[src/rtl/axis_waypoint_sequencer_defines.svh]
// Assertion macros used by the waypoint sequencer core (aws_core).
// No dependencies; define ASSERT_OFF to compile the checks out.
`ifndef AXIS_WAYPOINT_SEQUENCER_DEFINES_SVH
`define AXIS_WAYPOINT_SEQUENCER_DEFINES_SVH
`ifndef ASSERT_OFF
// same-cycle implication
`define AWS_ASSERT_IMP(lbl, clk, rst_n, ante, cons) \
  lbl: assert property (@(posedge clk) disable iff (!rst_n) (ante) |-> (cons)) \
    else $error("sequencer check failed");
// next-cycle implication
`define AWS_ASSERT_NXT(lbl, clk, rst_n, ante, cons) \
  lbl: assert property (@(posedge clk) disable iff (!rst_n) (ante) |=> (cons)) \
    else $error("sequencer check failed");
`else
`define AWS_ASSERT_IMP(lbl, clk, rst_n, ante, cons)
`define AWS_ASSERT_NXT(lbl, clk, rst_n, ante, cons)
`endif
`endif

[src/rtl/aws_pkg.sv]
// Types and constants of the axis waypoint sequencer.
// No dependencies; used by every module of the block.
package aws_pkg;

  // sequencer state codes
  localparam logic [3:0] ST_ACTIVE = 4'd0;
  localparam logic [3:0] ST_POWER  = 4'd1;
  localparam logic [3:0] ST_HOMING = 4'd2;
  localparam logic [3:0] ST_WAIT   = 4'd3;
  localparam logic [3:0] ST_UPD    = 4'd4;
  localparam logic [3:0] ST_MOVE1  = 4'd5;
  localparam logic [3:0] ST_MOVE2  = 4'd6;
  localparam logic [3:0] ST_HUPD   = 4'd7;
  localparam logic [3:0] ST_HMOVE1 = 4'd8;
  localparam logic [3:0] ST_HMOVE2 = 4'd9;
  localparam logic [3:0] ST_STOP   = 4'd10;
  localparam logic [3:0] ST_ERROR  = 4'd11;

  // latched flag bit positions
  localparam int LF_HOME   = 0;
  localparam int LF_START  = 1;
  localparam int LF_STOP   = 2;
  localparam int LF_UPDATE = 3;
  localparam int LF_MOVE   = 4;
  localparam int LF_DHOME  = 5;

  // command bit positions
  localparam int CMD_HOME   = 0;
  localparam int CMD_START  = 1;
  localparam int CMD_STOP   = 2;
  localparam int CMD_POWER  = 3;
  localparam int CMD_ERESET = 4;

  // axis status bit positions
  localparam int AX_ACTIVE  = 0;
  localparam int AX_POWER   = 1;
  localparam int AX_HOMED   = 2;
  localparam int AX_ERROR   = 3;
  localparam int AX_UPDDONE = 4;
  localparam int AX_MOVING  = 5;
  localparam int AX_INPOS   = 6;

  // configuration register indexes
  localparam logic [1:0] CFG_WP_COUNT  = 2'd0;
  localparam logic [1:0] CFG_HOME_POS  = 2'd1;
  localparam logic [1:0] CFG_HOME_VEL  = 2'd2;
  localparam logic [1:0] CFG_HOME_ACC  = 2'd3;

  localparam logic [3:0]  RST_WP_COUNT = 4'd5;
  localparam logic [15:0] RST_HOME_POS = 16'd700;
  localparam logic [15:0] RST_HOME_VEL = 16'd500;
  localparam logic [19:0] RST_HOME_ACC = 20'd5000;

  localparam logic       REQ_TICK  = 1'b0;
  localparam logic       REQ_WRITE = 1'b1;

  typedef struct packed {
    logic [15:0] drive_position;
    logic [15:0] drive_velocity;
    logic [19:0] drive_acc_dec;
    logic        drive_power;
    logic        drive_home;
    logic        drive_error_reset;
    logic        drive_update;
    logic        drive_move;
    logic [3:0]  state_code;
    logic [2:0]  waypoint_number;
  } result_t;

  // default waypoint table, slots past the fifth are zero
  function automatic logic [15:0] init_pos(input int idx);
    logic [15:0] v;
    case (idx)
      0: v = 16'd100;
      1: v = 16'd1100;
      2: v = 16'd700;
      3: v = 16'd200;
      4: v = 16'd1200;
      default: v = 16'd0;
    endcase
    return v;
  endfunction

  function automatic logic [15:0] init_vel(input int idx);
    logic [15:0] v;
    case (idx)
      0: v = 16'd500;
      1: v = 16'd1000;
      2: v = 16'd200;
      3: v = 16'd500;
      4: v = 16'd400;
      default: v = 16'd0;
    endcase
    return v;
  endfunction

endpackage

[src/rtl/aws_wp_table.sv]
// Waypoint table: one write port, one registered read port with write bypass.
// Uses aws_pkg for the default table contents shown until a slot is written.
module aws_wp_table #(
  parameter int MAX_WAYPOINTS = 8,
  parameter int PW            = 3
) (
  input  logic          clk,
  input  logic          rst_n,
  input  logic          wr_en,
  input  logic [PW-1:0] wr_addr,
  input  logic [15:0]   wr_pos,
  input  logic [15:0]   wr_vel,
  input  logic [PW-1:0] rd_addr,
  output logic [15:0]   rd_pos,
  output logic [15:0]   rd_vel
);

  logic [15:0] pos_mem [MAX_WAYPOINTS];
  logic [15:0] vel_mem [MAX_WAYPOINTS];
  logic [MAX_WAYPOINTS-1:0] written_r;

  logic [15:0]   rd_pos_r;
  logic [15:0]   rd_vel_r;
  logic [PW-1:0] rd_addr_r;
  logic          rd_dflt_r;

  always_ff @(posedge clk) begin
    if (wr_en) begin
      pos_mem[wr_addr] <= wr_pos;
      vel_mem[wr_addr] <= wr_vel;
    end
  end

  always_ff @(posedge clk) begin
    if (!rst_n) begin
      written_r <= '0;
    end else if (wr_en) begin
      written_r[wr_addr] <= 1'b1;
    end
  end

  // write-first read so a slot written this cycle is seen next cycle
  always_ff @(posedge clk) begin
    if (wr_en && (wr_addr == rd_addr)) begin
      rd_pos_r <= wr_pos;
      rd_vel_r <= wr_vel;
    end else begin
      rd_pos_r <= pos_mem[rd_addr];
      rd_vel_r <= vel_mem[rd_addr];
    end
  end

  always_ff @(posedge clk) begin
    if (!rst_n) begin
      rd_addr_r <= '0;
      rd_dflt_r <= 1'b1;
    end else begin
      rd_addr_r <= rd_addr;
      rd_dflt_r <= !(written_r[rd_addr] || (wr_en && (wr_addr == rd_addr)));
    end
  end

  assign rd_pos = rd_dflt_r ? aws_pkg::init_pos(int'(rd_addr_r)) : rd_pos_r;
  assign rd_vel = rd_dflt_r ? aws_pkg::init_vel(int'(rd_addr_r)) : rd_vel_r;

endmodule

[src/rtl/aws_core.sv]
// Sequencer state machine, configuration registers and drive targets.
// Uses aws_pkg and the assertion macros; reads the waypoint table.
`include "axis_waypoint_sequencer_defines.svh"
module aws_core #(
  parameter int MAX_WAYPOINTS = 8,
  parameter int PW            = 3
) (
  input  logic             clk,
  input  logic             rst_n,
  input  logic             cfg_we,
  input  logic [1:0]       cfg_index,
  input  logic [19:0]      cfg_data,
  input  logic             acc,
  input  logic             in_req_type,
  input  logic [2:0]       in_wp_index,
  input  logic [4:0]       in_commands,
  input  logic [6:0]       in_axis_status,
  input  logic [15:0]      rd_pos,
  input  logic [15:0]      rd_vel,
  output logic             wr_en,
  output logic [PW-1:0]    wr_addr,
  output logic [PW-1:0]    rd_addr,
  output aws_pkg::result_t result
);

  logic [3:0]  wp_count_r;
  logic [15:0] home_pos_r;
  logic [15:0] home_vel_r;
  logic [19:0] home_acc_r;

  logic [3:0]    state_r, state_nxt;
  logic [PW-1:0] ptr_r, ptr_nxt;
  logic [5:0]    flags_r, flags_nxt;
  logic [6:0]    prev_r, prev_nxt;
  logic [15:0]   tpos_r, tpos_nxt;
  logic [15:0]   tvel_r, tvel_nxt;
  logic [19:0]   tacc_r, tacc_nxt;
  logic [PW-1:0] last_ptr;
  logic [19:0]   vel_x10;
  logic          tick;

  always_ff @(posedge clk) begin
    if (!rst_n) begin
      wp_count_r <= aws_pkg::RST_WP_COUNT;
      home_pos_r <= aws_pkg::RST_HOME_POS;
      home_vel_r <= aws_pkg::RST_HOME_VEL;
      home_acc_r <= aws_pkg::RST_HOME_ACC;
    end else if (cfg_we) begin
      case (cfg_index)
        aws_pkg::CFG_WP_COUNT: wp_count_r <= cfg_data[3:0];
        aws_pkg::CFG_HOME_POS: home_pos_r <= cfg_data[15:0];
        aws_pkg::CFG_HOME_VEL: home_vel_r <= cfg_data[15:0];
        aws_pkg::CFG_HOME_ACC: home_acc_r <= cfg_data;
        default: ;
      endcase
    end
  end

  // last waypoint of a run; a count of zero runs one waypoint
  always_comb begin
    if (wp_count_r == 4'd0) begin
      last_ptr = '0;
    end else if (int'(wp_count_r) > MAX_WAYPOINTS) begin
      last_ptr = PW'(MAX_WAYPOINTS - 1);
    end else begin
      last_ptr = PW'(wp_count_r - 4'd1);
    end
  end

  assign vel_x10 = ({4'd0, rd_vel} << 3) + ({4'd0, rd_vel} << 1);
  assign tick    = acc && (in_req_type == aws_pkg::REQ_TICK);

  assign wr_en   = acc && (in_req_type == aws_pkg::REQ_WRITE) &&
                   (int'(in_wp_index) < MAX_WAYPOINTS);
  assign wr_addr = PW'(in_wp_index);
  assign rd_addr = ptr_nxt;

  always_comb begin
    state_nxt = state_r;
    ptr_nxt   = ptr_r;
    flags_nxt = flags_r;
    prev_nxt  = prev_r;
    tpos_nxt  = tpos_r;
    tvel_nxt  = tvel_r;
    tacc_nxt  = tacc_r;
    if (tick) begin
      flags_nxt[aws_pkg::LF_HOME]  = flags_r[aws_pkg::LF_HOME]  | in_commands[aws_pkg::CMD_HOME];
      flags_nxt[aws_pkg::LF_START] = flags_r[aws_pkg::LF_START] | in_commands[aws_pkg::CMD_START];
      flags_nxt[aws_pkg::LF_STOP]  = flags_r[aws_pkg::LF_STOP]  | in_commands[aws_pkg::CMD_STOP];
      case (state_r)
        aws_pkg::ST_ACTIVE: begin
          if (prev_r[aws_pkg::AX_ACTIVE]) state_nxt = aws_pkg::ST_POWER;
        end
        aws_pkg::ST_POWER: begin
          if (prev_r[aws_pkg::AX_POWER]) state_nxt = aws_pkg::ST_HOMING;
        end
        aws_pkg::ST_HOMING: begin
          if (prev_r[aws_pkg::AX_HOMED]) begin
            flags_nxt[aws_pkg::LF_DHOME] = 1'b0;
            flags_nxt[aws_pkg::LF_HOME]  = 1'b0;
            state_nxt = aws_pkg::ST_WAIT;
          end
        end
        aws_pkg::ST_UPD: begin
          tpos_nxt = rd_pos;
          tvel_nxt = rd_vel;
          tacc_nxt = vel_x10;
          flags_nxt[aws_pkg::LF_UPDATE] = 1'b1;
          if (prev_r[aws_pkg::AX_UPDDONE]) state_nxt = aws_pkg::ST_MOVE1;
        end
        aws_pkg::ST_MOVE1: begin
          flags_nxt[aws_pkg::LF_MOVE] = 1'b1;
          if (prev_r[aws_pkg::AX_MOVING]) state_nxt = aws_pkg::ST_MOVE2;
        end
        aws_pkg::ST_MOVE2: begin
          if (flags_nxt[aws_pkg::LF_STOP]) begin
            state_nxt = aws_pkg::ST_STOP;
          end else if (prev_r[aws_pkg::AX_INPOS]) begin
            flags_nxt[aws_pkg::LF_MOVE] = 1'b0;
            if (ptr_r >= last_ptr) begin
              state_nxt = aws_pkg::ST_WAIT;
            end else begin
              ptr_nxt   = ptr_r + 1'b1;
              state_nxt = aws_pkg::ST_UPD;
            end
          end
        end
        aws_pkg::ST_HUPD: begin
          tpos_nxt = home_pos_r;
          tvel_nxt = home_vel_r;
          tacc_nxt = home_acc_r;
          flags_nxt[aws_pkg::LF_UPDATE] = 1'b1;
          if (prev_r[aws_pkg::AX_UPDDONE]) state_nxt = aws_pkg::ST_HMOVE1;
        end
        aws_pkg::ST_HMOVE1: begin
          flags_nxt[aws_pkg::LF_MOVE] = 1'b1;
          if (prev_r[aws_pkg::AX_MOVING]) state_nxt = aws_pkg::ST_HMOVE2;
        end
        aws_pkg::ST_HMOVE2: begin
          if (prev_r[aws_pkg::AX_INPOS]) begin
            flags_nxt[aws_pkg::LF_MOVE] = 1'b0;
            flags_nxt[aws_pkg::LF_HOME] = 1'b0;
            state_nxt = aws_pkg::ST_WAIT;
          end
        end
        aws_pkg::ST_STOP: begin
          flags_nxt[aws_pkg::LF_STOP]  = 1'b0;
          flags_nxt[aws_pkg::LF_START] = 1'b0;
          flags_nxt[aws_pkg::LF_MOVE]  = 1'b0;
          if (!prev_r[aws_pkg::AX_MOVING]) state_nxt = aws_pkg::ST_WAIT;
        end
        aws_pkg::ST_ERROR: begin
          flags_nxt[aws_pkg::LF_HOME]   = 1'b0;
          flags_nxt[aws_pkg::LF_UPDATE] = 1'b0;
          flags_nxt[aws_pkg::LF_STOP]   = 1'b0;
          flags_nxt[aws_pkg::LF_START]  = 1'b0;
          flags_nxt[aws_pkg::LF_MOVE]   = 1'b0;
          if (!prev_r[aws_pkg::AX_ERROR]) state_nxt = aws_pkg::ST_WAIT;
        end
        default: begin
          // idle wait, also taken by unused codes; start outranks home
          state_nxt = aws_pkg::ST_WAIT;
          if (flags_nxt[aws_pkg::LF_HOME]) state_nxt = aws_pkg::ST_HUPD;
          if (flags_nxt[aws_pkg::LF_START]) begin
            ptr_nxt   = '0;
            state_nxt = aws_pkg::ST_UPD;
          end
        end
      endcase
      if (flags_nxt[aws_pkg::LF_HOME] && !prev_r[aws_pkg::AX_HOMED]) begin
        flags_nxt[aws_pkg::LF_DHOME] = 1'b1;
      end
      prev_nxt = in_axis_status;
      // current-beat axis error overrides everything
      if (in_axis_status[aws_pkg::AX_ERROR]) state_nxt = aws_pkg::ST_ERROR;
    end
  end

  always_ff @(posedge clk) begin
    if (!rst_n) begin
      state_r <= aws_pkg::ST_ACTIVE;
      ptr_r   <= '0;
      flags_r <= '0;
      prev_r  <= '0;
      tpos_r  <= '0;
      tvel_r  <= '0;
      tacc_r  <= '0;
    end else begin
      state_r <= state_nxt;
      ptr_r   <= ptr_nxt;
      flags_r <= flags_nxt;
      prev_r  <= prev_nxt;
      tpos_r  <= tpos_nxt;
      tvel_r  <= tvel_nxt;
      tacc_r  <= tacc_nxt;
    end
  end

  always_comb begin
    result.drive_position    = tpos_nxt;
    result.drive_velocity    = tvel_nxt;
    result.drive_acc_dec     = tacc_nxt;
    result.drive_power       = tick & in_commands[aws_pkg::CMD_POWER];
    result.drive_home        = flags_nxt[aws_pkg::LF_DHOME];
    result.drive_error_reset = tick & in_commands[aws_pkg::CMD_ERESET];
    result.drive_update      = flags_nxt[aws_pkg::LF_UPDATE];
    result.drive_move        = flags_nxt[aws_pkg::LF_MOVE];
    result.state_code        = state_nxt;
    result.waypoint_number   = 3'(ptr_nxt);
  end

  `AWS_ASSERT_NXT(a_write_holds_state, clk, rst_n,
                  acc && (in_req_type == aws_pkg::REQ_WRITE),
                  $stable(state_r) && $stable(ptr_r))
  `AWS_ASSERT_NXT(a_axis_error_forces, clk, rst_n,
                  tick && in_axis_status[aws_pkg::AX_ERROR],
                  state_r == aws_pkg::ST_ERROR)
  `AWS_ASSERT_NXT(a_error_drops_moves, clk, rst_n,
                  tick && (state_r == aws_pkg::ST_ERROR),
                  !flags_r[aws_pkg::LF_MOVE] && !flags_r[aws_pkg::LF_UPDATE])
  `AWS_ASSERT_IMP(a_ptr_in_table, clk, rst_n, 1'b1, int'(ptr_r) < MAX_WAYPOINTS)

endmodule

[src/rtl/aws_out_skid.sv]
// Result register plus one skid entry between the sequencer and the receiver.
// Uses aws_pkg::result_t for the beat payload.
module aws_out_skid (
  input  logic             clk,
  input  logic             rst_n,
  input  logic             push,
  input  aws_pkg::result_t push_data,
  output logic             full,
  output logic             out_valid,
  input  logic             out_stall,
  output aws_pkg::result_t out_data
);

  logic             out_valid_r;
  logic             skid_valid_r;
  aws_pkg::result_t out_data_r;
  aws_pkg::result_t skid_data_r;
  logic             out_free;

  assign out_free = !out_valid_r || !out_stall;

  always_ff @(posedge clk) begin
    if (!rst_n) begin
      out_valid_r  <= 1'b0;
      skid_valid_r <= 1'b0;
    end else if (out_free) begin
      if (skid_valid_r) begin
        out_valid_r  <= 1'b1;
        skid_valid_r <= 1'b0;
      end else begin
        out_valid_r  <= push;
      end
    end else if (push) begin
      skid_valid_r <= 1'b1;
    end
  end

  always_ff @(posedge clk) begin
    if (out_free) begin
      if (skid_valid_r) begin
        out_data_r <= skid_data_r;
      end else if (push) begin
        out_data_r <= push_data;
      end
    end else if (push) begin
      skid_data_r <= push_data;
    end
  end

  assign full      = skid_valid_r;
  assign out_valid = out_valid_r;
  assign out_data  = out_data_r;

endmodule

[src/rtl/axis_waypoint_sequencer.sv]
// Single-axis waypoint sequencer with valid/stall channels and a write port.
// Uses aws_pkg, aws_wp_table, aws_core and aws_out_skid.
//
// Each input beat is either a tick (commands plus the axis drive's status)
// or a waypoint write (slot, position, velocity). Every accepted beat gives
// exactly one result beat: drive targets, drive request bits, state code and
// current waypoint number. A write beat does not step the sequencer and
// reports power and error reset as zero.
// The result is registered in the output register as the beat is accepted,
// or in the skid entry when the receiver stalls, and shows on out_valid from
// there. Throughput is one beat per clock while in_stall is low; the waypoint
// table is read through a registered port whose address is the next-state
// waypoint pointer, so its read data matches the pointer register.
// When the receiver stalls, one more result lands in a skid entry; with the
// skid entry full, in_stall rises until the receiver takes a beat.
// Reset (synchronous, rst_n low) returns the sequencer to wait-for-active,
// clears latched requests and targets, restores the default waypoint table
// and the default home move, and empties the result path.
// Configuration writes are taken any cycle through cfg_we and apply from
// the next beat on; write them only while the block is idle.
module axis_waypoint_sequencer #(
  parameter int MAX_WAYPOINTS = 8
) (
  input  logic        clk,
  input  logic        rst_n,
  input  logic        cfg_we,
  input  logic [1:0]  cfg_index,
  input  logic [19:0] cfg_data,
  input  logic        in_valid,
  output logic        in_stall,
  input  logic        in_req_type,
  input  logic [2:0]  in_wp_index,
  input  logic [15:0] in_wp_position,
  input  logic [15:0] in_wp_velocity,
  input  logic [4:0]  in_commands,
  input  logic [6:0]  in_axis_status,
  output logic        out_valid,
  input  logic        out_stall,
  output logic [15:0] out_drive_position,
  output logic [15:0] out_drive_velocity,
  output logic [19:0] out_drive_acc_dec,
  output logic        out_drive_power,
  output logic        out_drive_home,
  output logic        out_drive_error_reset,
  output logic        out_drive_update,
  output logic        out_drive_move,
  output logic [3:0]  out_state_code,
  output logic [2:0]  out_waypoint_number
);

  localparam int PW = $clog2(MAX_WAYPOINTS);

  logic             acc;
  logic             skid_full;
  logic             wr_en;
  logic [PW-1:0]    wr_addr;
  logic [PW-1:0]    rd_addr;
  logic [15:0]      rd_pos;
  logic [15:0]      rd_vel;
  aws_pkg::result_t core_result;
  aws_pkg::result_t out_data;

  assign in_stall = skid_full;
  assign acc      = in_valid && !skid_full;

  aws_wp_table #(
    .MAX_WAYPOINTS(MAX_WAYPOINTS),
    .PW           (PW)
  ) u_table (
    .clk    (clk),
    .rst_n  (rst_n),
    .wr_en  (wr_en),
    .wr_addr(wr_addr),
    .wr_pos (in_wp_position),
    .wr_vel (in_wp_velocity),
    .rd_addr(rd_addr),
    .rd_pos (rd_pos),
    .rd_vel (rd_vel)
  );

  aws_core #(
    .MAX_WAYPOINTS(MAX_WAYPOINTS),
    .PW           (PW)
  ) u_core (
    .clk           (clk),
    .rst_n         (rst_n),
    .cfg_we        (cfg_we),
    .cfg_index     (cfg_index),
    .cfg_data      (cfg_data),
    .acc           (acc),
    .in_req_type   (in_req_type),
    .in_wp_index   (in_wp_index),
    .in_commands   (in_commands),
    .in_axis_status(in_axis_status),
    .rd_pos        (rd_pos),
    .rd_vel        (rd_vel),
    .wr_en         (wr_en),
    .wr_addr       (wr_addr),
    .rd_addr       (rd_addr),
    .result        (core_result)
  );

  aws_out_skid u_out (
    .clk      (clk),
    .rst_n    (rst_n),
    .push     (acc),
    .push_data(core_result),
    .full     (skid_full),
    .out_valid(out_valid),
    .out_stall(out_stall),
    .out_data (out_data)
  );

  assign out_drive_position    = out_data.drive_position;
  assign out_drive_velocity    = out_data.drive_velocity;
  assign out_drive_acc_dec     = out_data.drive_acc_dec;
  assign out_drive_power       = out_data.drive_power;
  assign out_drive_home        = out_data.drive_home;
  assign out_drive_error_reset = out_data.drive_error_reset;
  assign out_drive_update      = out_data.drive_update;
  assign out_drive_move        = out_data.drive_move;
  assign out_state_code        = out_data.state_code;
  assign out_waypoint_number   = out_data.waypoint_number;

endmodule
[config.mk]
export PLATFORM = sky130hd
export DESIGN_NAME = axis_waypoint_sequencer
export DESIGN_NICKNAME = d
export VERILOG_FILES = /design/src/rtl/aws_pkg.sv /design/src/rtl/aws_wp_table.sv /design/src/rtl/aws_core.sv /design/src/rtl/aws_out_skid.sv /design/src/rtl/axis_waypoint_sequencer.sv
export VERILOG_INCLUDE_DIRS = /design/src /design/src/rtl
export SDC_FILE = /design/constraint.sdc
export NUM_CORES = 1
export LEC_CHECK = 0
export BUFFER_PORTS_ARGS = -buffer_cell sky130_fd_sc_hd__buf_2
export CORE_MARGIN = 4
export CORE_UTILIZATION = 60
export CTS_CLUSTER_SIZE = 28
export DETAILED_ROUTE_END_ITERATION = 10
export MAX_ROUTING_LAYER = met4
export PLACE_DENSITY = 0.89
export SLEW_MARGIN = 20
export SYNTH_ARGS = -nofsm -noshare
export SYNTH_HDL_FRONTEND = slang
export SYNTH_HIERARCHICAL = 1
export SYNTH_SLANG_ARGS = --single-unit
export TNS_END_PERCENT = 30
[constraint.sdc]
create_clock -name clk -period 10.4 [get_ports clk]
set_input_delay 1.04 -clock clk [delete_from_list [all_inputs] [get_ports clk]]
set_output_delay 1.04 -clock clk [all_outputs]
set_load 0.1 [all_outputs]
==> summary.md, run 1 <==
| Metric | Value |
|---|---|
| CTS H-tree depth | `2` |
| Worst min-delay path class | `flop to flop` |
| Part of the Yosys area used for sequential elements | `66.2%` |
| Total via count in the routed design | `13600` |
| Post-CTS setup repair buffer count | `0` |
| Series of cell instances along the critical path | `buf_4 > mux4_2 > nor2b_1 > o41ai_1 > ha_1 > a2111oi_4 > o21ai_2 > a21oi_2 > a21oi_1 > o2111a_1 > or3_1 > mux2_4` |
| Routed length per placed instance | `23.1 um` |
| Maximum cell stage delay along the critical path | `740 ps` |
| Hold Vio Cnt, Final | `0` |
| Number of gates given a new drive strength after cts | `0` |
| Highest Clock Rate | `198 MHz` |
| Standard cell area after detailed placement | `22800 um2` |
| Die area | `39400 um2` |
| Clock root buffer master | `clkbuf_16` |
| Endpoint of the worst-slack reg-to-reg timing path | `u_out/out_data[27]` |
| Number of rows in the core area | `69` |
| Mean number of vias per cell | `6.26` |
| Crit end category | `flop` |
| Hold Crit Start | `u_core/home_pos_r[10]` |
| Hold-fix buffers at CTS | `0` |
| Pwr Density | `182 nW/um2` |
| Number of failing setup endpoints in the final timing report | `0` |
| Syn avg cell area | `14.1 um2` |
| Simple logic cell fraction of the synthesized area | `8.59%` |
| Top routing layer used | `met4` |
| Result of the run | `finished, final reports clean` |
| Area contributors post-synth | `edfxtp_1 53%, dfxtp_1 13%, mux4_2 5.5%` |
| Fraction of final layout cells with drive strength greater than 1 | `23.6%` |
| Time the final worst path needs with I/O delays and setup | `5040 ps` |
| Post-detailed-routing wire length | `50.1 mm` |
| Worst slew slack as a fraction of its limit | `21.3%` |
| DRC Markers | `0` |
| Leak pwr | `8.63 nW` |
| Starting density of the core | `61.0%` |
| Clock latency of the later-clocked register in the worst-skew pair | `580 ps` |
| Synth cell count leaders | `384 x edfxtp_1, 228 x nand2_1, 145 x dfxtp_1, 120 x a21oi_1, 58 x nor2_1` |
| Global-route usage over all layers | `26.1%` |
| Via count of the first global-routing pass | `13400` |
| Clk sink count | `529` |
| Proportion of synthesized area in mux cells | `11.9%` |
| Final number of max-transition violations | `0` |
| Vertical extent of the die | `199 um` |
| Actual transition at the worst max-transition pin | `1180 ps` |
| Post-route met1 wirelength | `19.6 mm` |
| Critical-path cell with the highest stage delay | `dfxtp_4` |
| Met2 wire length | `24.3 mm` |
| First-pass GRT wire length | `76.8 mm` |
| Layout Nets | `1756` |
| Top-area cell type share of the netlist area | `52.9%` |
| Number of fillers in the final layout | `2351` |
| Design area | `24400 um2` |
| Worst Setup Path Type | `flop to flop` |
| Die Wd | `199 um` |
| RSZ-0062 raised after global routing | `false` |
| Maximum number of pins on one net before global-route repair | `65` |
| Register cell area after layout | `14400 um2` |
| Placeable core region | `35700 um2` |
| Worst vdd rail ir drop | `0.000155 V` |
| Netlist area before placement | `21800 um2` |
| Portion of the clock cycle consumed by the worst path in the final layout | `48.5%` |
| Critical path peak fanout | `52` |
| Area taken by multi-input logic gates | `6810 um2` |
| Total congestion overflow after global routing | `0` |
| Routed Antenna Nets | `0` |
| Antenna violations before repair | `8` |
| Area share of fa/ha/maj cells after synthesis | `1.23%` |
| Number of violations of the max-capacitance limit | `0` |
| Worst Setup Start Kind | `flop` |
| DR WL met3 | `4.75 mm` |
| Register bit total from synthesis | `529` |
| Post-synthesis cell type with the largest combined area | `edfxtp_1` |
| Warning count from the yosys run | `6` |
| Clock buffer count from CTS | `51` |
| Number of cells traversed by the worst hold path | `2` |
| First-pass iteration count of the detailed router | `6` |
| Clock tree from TritonCTS | `done` |
| Weighted congestion reported at the end of routability-driven placement | `0.873` |
| Setup slack, reg-to-reg | `5360 ps` |
| Required time of the critical path | `10730 ps` |
| Hold path endpoint | `u_core/home_pos_r[10]` |
| Clk buf depth | `3` |
| R2r worst-path depth | `12` |
| Synth-to-layout area growth | `12.1%` |
| Total I/O pin count | `141` |
| Net count after synthesis | `1636` |
| Total Negative Setup Slacks | `0 ps` |
| Clock slew seen by the registers of the worst setup and hold paths | `60 ps` |
| Complex-gate fraction of the synthesized area | `8.80%` |
| Dominant cell by count in the synthesized netlist | `edfxtp_1` |
| Clk_skew | `22.0 ps` |
| Synth async-reset ratio | `0%` |
| Data arrival at the endpoint of the critical path | `5370 ps` |
| Number of buffers inserted by port buffering | `140` |
| Mapped Cells | `1541` |
| HPWL after detailed placement | `31.6 mm` |
| Number of flops mapped to enable cells by yosys | `384` |
| Library cells used by synthesis | `79` |
| Main combinational cell family by area after synthesis | `multiplexers` |
| Number of design-rule violations left by the first detailed-router iteration | `1465` |
| Post-synth top flop | `edfxtp_1` |
| Post-synthesis share of cell area spent on xor and xnor gates | `0.482%` |
## kinds of logic (layout without fill, tap and decap cells)
group / Yosys count / count (layout)
other: 0 / 8
muxes: 161 / 161
DFF: 529 / 529
AOI/OAI and AO/OA: 298 / 298
buffers and inverters: 111 / 272
and+or+nand+nor: 409 / 409
xor gates and xnor gates: 12 / 12
adders and majority gates: 21 / 21
## cell usage in the layout (no fill, tap or decap), types with 8 or more instances in the layout
cell | Yosys | final
edfxtp_1 | 384 | 384
nand2_1 | 228 | 228
dfxtp_1 | 145 | 141
buf_2 | 21 | 140
a21oi_1 | 120 | 119
a22oi_1 | 54 | 54
clkbuf_16 | 0 | 53
mux4_2 | 53 | 53
nor2_1 | 58 | 52
mux2_4 | 49 | 49
o21ai_0 | 29 | 29
mux2i_1 | 28 | 28
mux2_2 | 28 | 28
nand3_1 | 27 | 27
buf_4 | 8 | 22
nor2b_1 | 22 | 22
and2_1 | 22 | 22
ha_1 | 19 | 19
inv_1 | 15 | 15
nand2b_1 | 15 | 15
clkinv_2 | 0 | 11
clkbuf_1 | 48 | 10
xnor2_1 | 9 | 9
o21a_1 | 9 | 9
diode_2 | 0 | 8
## routing by layer
layer  up-vias  track usage, %
li1       6044               -
met1      6709            34.4
met2       726            41.3
met3       113            5.89
met4         0            7.73
met5         -               -
## report_power, final
group	internal (mW)	switching [mW]
combinational	0.0601	0.228
sequential	2.31	0.0227
clock	1.06	0.759
total	3.43	1.01
## final cells by class
type,count,area share (%)
Sequential cell,529,59.1
Multi-Input combinational cell,901,27.9
Clock buffer,71,6.00
Timing Repair Buffer,162,3.54
Tap cell,461,2.36
Clock inverter,23,0.819
Inverter,16,0.246
Antenna cell,8,0.0819
## state kept, by name, summed over array words and instances (netlist names), named ones only
register           count
u_table/rd_addr_r      3
u_out/skid_data_r     64
u_out/out_data        64
u_core/ptr_r           3
u_core/prev_r          7
u_core/tacc_r         20
u_core/tvel_r         16
u_table/rd_dflt_r      1
u_core/home_pos_r     16
u_table/written_r      8
u_core/state_r         4
u_out/out_valid        1
u_table/pos_mem      128
u_core/wp_count_r      4
u_core/home_vel_r     16
u_table/vel_mem      128
u_out/full             1
u_core/tpos_r         16
u_core/flags_r         6
u_core/home_acc_r     20
## through the flow
stage / util [%] / cells / total power [mW] / setup slack, ps / hold slack [ps]
2_1_floorplan: - / 1541 / 2.58 / 5250 / 435
3_3_place_gp: 63.7 / 2069 / 2.65 / 5420 / 442
3_5_place_dp: 63.7 / 2069 / 2.66 / 5340 / 447
4_1_cts: 68.3 / 2163 / 4.46 / 5300 / 455
5_1_grt: 68.4 / 2171 / 4.57 / 4890 / 475
6_report: 68.4 / 2171 / 4.44 / 5360 / 457
## how the worst max path moves through the flow
stage / start / end / cells after the start
after floorplan: u_out/full / u_out/out_data[0] / 4
after global placement: flop / u_out/out_data[24] / 12
after detailed placement: flop / u_out/out_data[27] / 12
after CTS: flop / u_out/out_data[27] / 12
after global routing: flop / u_out/out_data[24] / 12
final: flop / u_out/out_data[27] / 12
## worst max-delay path: cells and delay by family, from the launching register on
family	cells	cell delay, ps
compound gates	6	1790
flops	1	740
buf+inv	1	710
mux	2	620
fa+ha+maj	1	460
simple gates	2	440
No activity file was read; power rests on OpenSTA's default activity.
==> run 2: changes to the inputs <==
==> constraint.sdc (replaced) <==
create_clock -name clk -period 4.78 [get_ports clk]
set_input_delay 0.478 -clock clk [delete_from_list [all_inputs] [get_ports clk]]
set_output_delay 0.478 -clock clk [all_outputs]
set_load 0.1 [all_outputs]
==> run 2 against run 1 <==
Compared with the run above:
- non-clock buffer count grew 6
- hold slack worse by 320 ps
- critical path depth did not move
- first-iteration DRC count grew 15%
- clock power rose by 120%
- core utilization is 0.074 points higher
- clock skew rose by 0.68 ps
- routed wire length decreased by 0.61%
- clock-buffer cell count shrank 4
- via count down 0.18%
- largest cell class unchanged
==> summary.md, run 2 (same netlist as run 1, synthesis figures left out) <==
| Metric | Value |
|---|---|
| Clock root buffer master | `clkbuf_16` |
| Maximum cell stage delay along the critical path | `880 ps (+140 ps)` |
| Time the final worst path needs with I/O delays and setup | `4400 ps (-646 ps)` |
| Vertical extent of the die | `199 um (unchanged)` |
| Worst Setup Start Kind | `flop` |
| Endpoint of the worst-slack reg-to-reg timing path | `u_out/out_data[27]` |
| First-pass GRT wire length | `76.1 mm (-0.86%)` |
| Placeable core region | `35700 um2 (unchanged)` |
| Via count of the first global-routing pass | `13400 (-0.0075%)` |
| Clk buf depth | `3 (unchanged)` |
| Portion of the clock cycle consumed by the worst path in the final layout | `92.0% (+43 points)` |
| Setup slack, reg-to-reg | `380 ps (-4970 ps)` |
| Hold Crit Start | `in_axis_status[0]` |
| Routed Antenna Nets | `0 (unchanged)` |
| Total congestion overflow after global routing | `0 (unchanged)` |
| Most frequent standard cell in the layout excluding fill and tap cells | `edfxtp_1` |
| Weighted congestion reported at the end of routability-driven placement | `0.893 (+2.3%)` |
| Number of buffers inserted by port buffering | `140 (unchanged)` |
| Worst slew slack as a fraction of its limit | `34.1% (+13 points)` |
| Clock buffer count from CTS | `51 (unchanged)` |
| Clock slew seen by the registers of the worst setup and hold paths | `70 ps (about the same)` |
| Final core utilization | `68.4% (+0.074 points)` |
| Highest Clock Rate | `228 MHz (+15%)` |
| Clk_skew | `22.7 ps (+0.682 ps)` |
| Data arrival at the endpoint of the critical path | `4720 ps (-650 ps)` |
| Clk sink count | `529 (unchanged)` |
| Mean number of vias per cell | `6.24 (-0.31%)` |
| HPWL after detailed placement | `32.5 mm (+2.9%)` |
| Crit end category | `flop` |
| Number of gates on the worst path with buffers counted | `12 (unchanged)` |
| Number of design-rule violations left by the first detailed-router iteration | `1687 (+15%)` |
| Pwr Density | `395 nW/um2 (+120%)` |
| Number of cells traversed by the worst hold path | `3 (+1)` |
| RSZ-0062 raised after global routing | `false` |
| Synth-to-layout area growth | `12.2%` |
| Result of the run | `finished, final reports clean` |
| First-pass iteration count of the detailed router | `6 (unchanged)` |
| Layout Nets | `1762 (+0.34%)` |
| Die area | `39400 um2 (unchanged)` |
| Hold-fix buffers at CTS | `0 (unchanged)` |
| Die Wd | `199 um (unchanged)` |
| Total via count in the routed design | `13600 (-0.18%)` |
| Final number of max-transition violations | `0 (unchanged)` |
| Maximum number of pins on one net before global-route repair | `82 (+26%)` |
| Total I/O pin count | `141 (unchanged)` |
| Worst Setup Path Type | `flop to flop` |
| Antenna violations before repair | `7 (-1)` |
| Number of failing setup endpoints in the final timing report | `0 (unchanged)` |
| Clock latency of the later-clocked register in the worst-skew pair | `570 ps (about the same)` |
| Leak pwr | `8.64 nW (+0.14%)` |
| Post-detailed-routing wire length | `49.8 mm (-0.61%)` |
| Pwr Total | `9.65 mW (+120%)` |
| Cell family with the largest share of critical-path delay | `compound AO/OA/AOI/OAI gates` |
| Series of cell instances along the critical path | `buf_4 > mux4_2 > nor2b_1 > o41ai_1 > ha_1 > o21ai_0 > a21oi_1 > nand2_1 > a21oi_1 > o2111a_1 > or3_1 > mux2_4` |
| Worst vdd rail ir drop | `0.000292 V (+88%)` |
| Global-route usage over all layers | `25.7% (-0.36 points)` |
| Number of violations of the max-capacitance limit | `0 (unchanged)` |
| CP dominant cell by count | `a21oi_1` |
| Clock tree from TritonCTS | `done` |
| Critical-path cell with the highest stage delay | `o41ai_1` |
| Worst Hold Margin | `140 ps (-316 ps)` |
| Total Negative Setup Slacks | `0 ps (unchanged)` |
| Worst min-delay path class | `input port to flop` |
| Number of rows in the core area | `69 (unchanged)` |
| Routed length per placed instance | `22.9 um (-0.75%)` |
| Fraction of final layout cells with drive strength greater than 1 | `23.4% (-0.16 points)` |
| R2r worst-path depth | `12 (unchanged)` |
| Post-CTS setup repair buffer count | `0 (unchanged)` |
| Number of gates given a new drive strength after cts | `0 (unchanged)` |
| Most frequent cells in the layout | `384 x edfxtp_1, 228 x nand2_1, 141 x dfxtp_1, 140 x buf_2, 119 x a21oi_1` |
| CTS H-tree depth | `2 (unchanged)` |
| Total buffers and inverters traversed by the critical path | `1 (unchanged)` |
| Starting density of the core | `61.0% (unchanged)` |
| Hold path endpoint | `u_core/prev_r[0]` |
| Actual transition at the worst max-transition pin | `976 ps (-199 ps)` |
| DRC Markers | `0 (unchanged)` |
| Required time of the critical path | `5100 ps (-5630 ps)` |
| Critical path peak fanout | `27 (-48%)` |
| Largest registers | `u_table/pos_mem x128, u_table/vel_mem x128` |
| Hold Vio Cnt, Final | `0 (unchanged)` |
==> run 2: cell types whose count changed in the layout (fill, tap and decap cells not counted), sizes merged <==
cell / change
buf: +6
bufinv: +3
clkbuf: -4
clkinvlp: -1
inv: -1
==> run 2: power by group <==
part           internal, mW  total (mW)  switching, mW  leakage [nW]
sequential             5.02        5.07         0.0499          4.68
clock                  2.33        3.96           1.62         0.807
combinational         0.130       0.625          0.495          3.16
total                  7.48        9.65           2.17          8.64
==> run 2: worst max path at each step <==
stage / from / endpoint / slack, ps
2_1_floorplan: u_out/full / u_table/pos_mem[0][0] / 820
3_3_place_gp: flop / u_out/out_data[24] / 460
3_5_place_dp: flop / u_out/out_data[24] / 460
4_1_cts: flop / u_out/out_data[24] / 420
5_1_grt: flop / u_out/out_data[24] / 130
6_report: flop / u_out/out_data[27] / 380
==> run 2: per-layer routing <==
metal / routed length, um / share of wire (%) / track usage, %
met2: 24200 / 49 / 40.9
met3: 4550 / 9.1 / 4.84
met4: 1410 / 2.8 / 7.70
met5: 0 / 0 / -
met1: 19700 / 40 / 34.4
==> run 2: layout make-up <==
class | count | area, um2
antenna | 8 | 20.0
inverter | 16 | 60.1
clock inverter | 24 | 277
timing repair buffer | 168 | 911
fill | 2344 | 11300
multi-input combinational | 901 | 6810
tap | 461 | 577
clock buffer | 67 | 1370
sequential | 529 | 14400
==> run 2: tightest hold or removal path: stages <==
cell	delay (ps)
buf_2	90
nand2_1	40
a21oi_1	50
==> run 2: per-stage QoR <==
stage	instances	area, um2	setup slack, ps
final	2174	24500	385
after global routing	2173	24500	126
after CTS	2166	24400	421
after detailed placement	2075	22800	458
after global placement	2075	22800	461
after floorplan	1541	21800	823
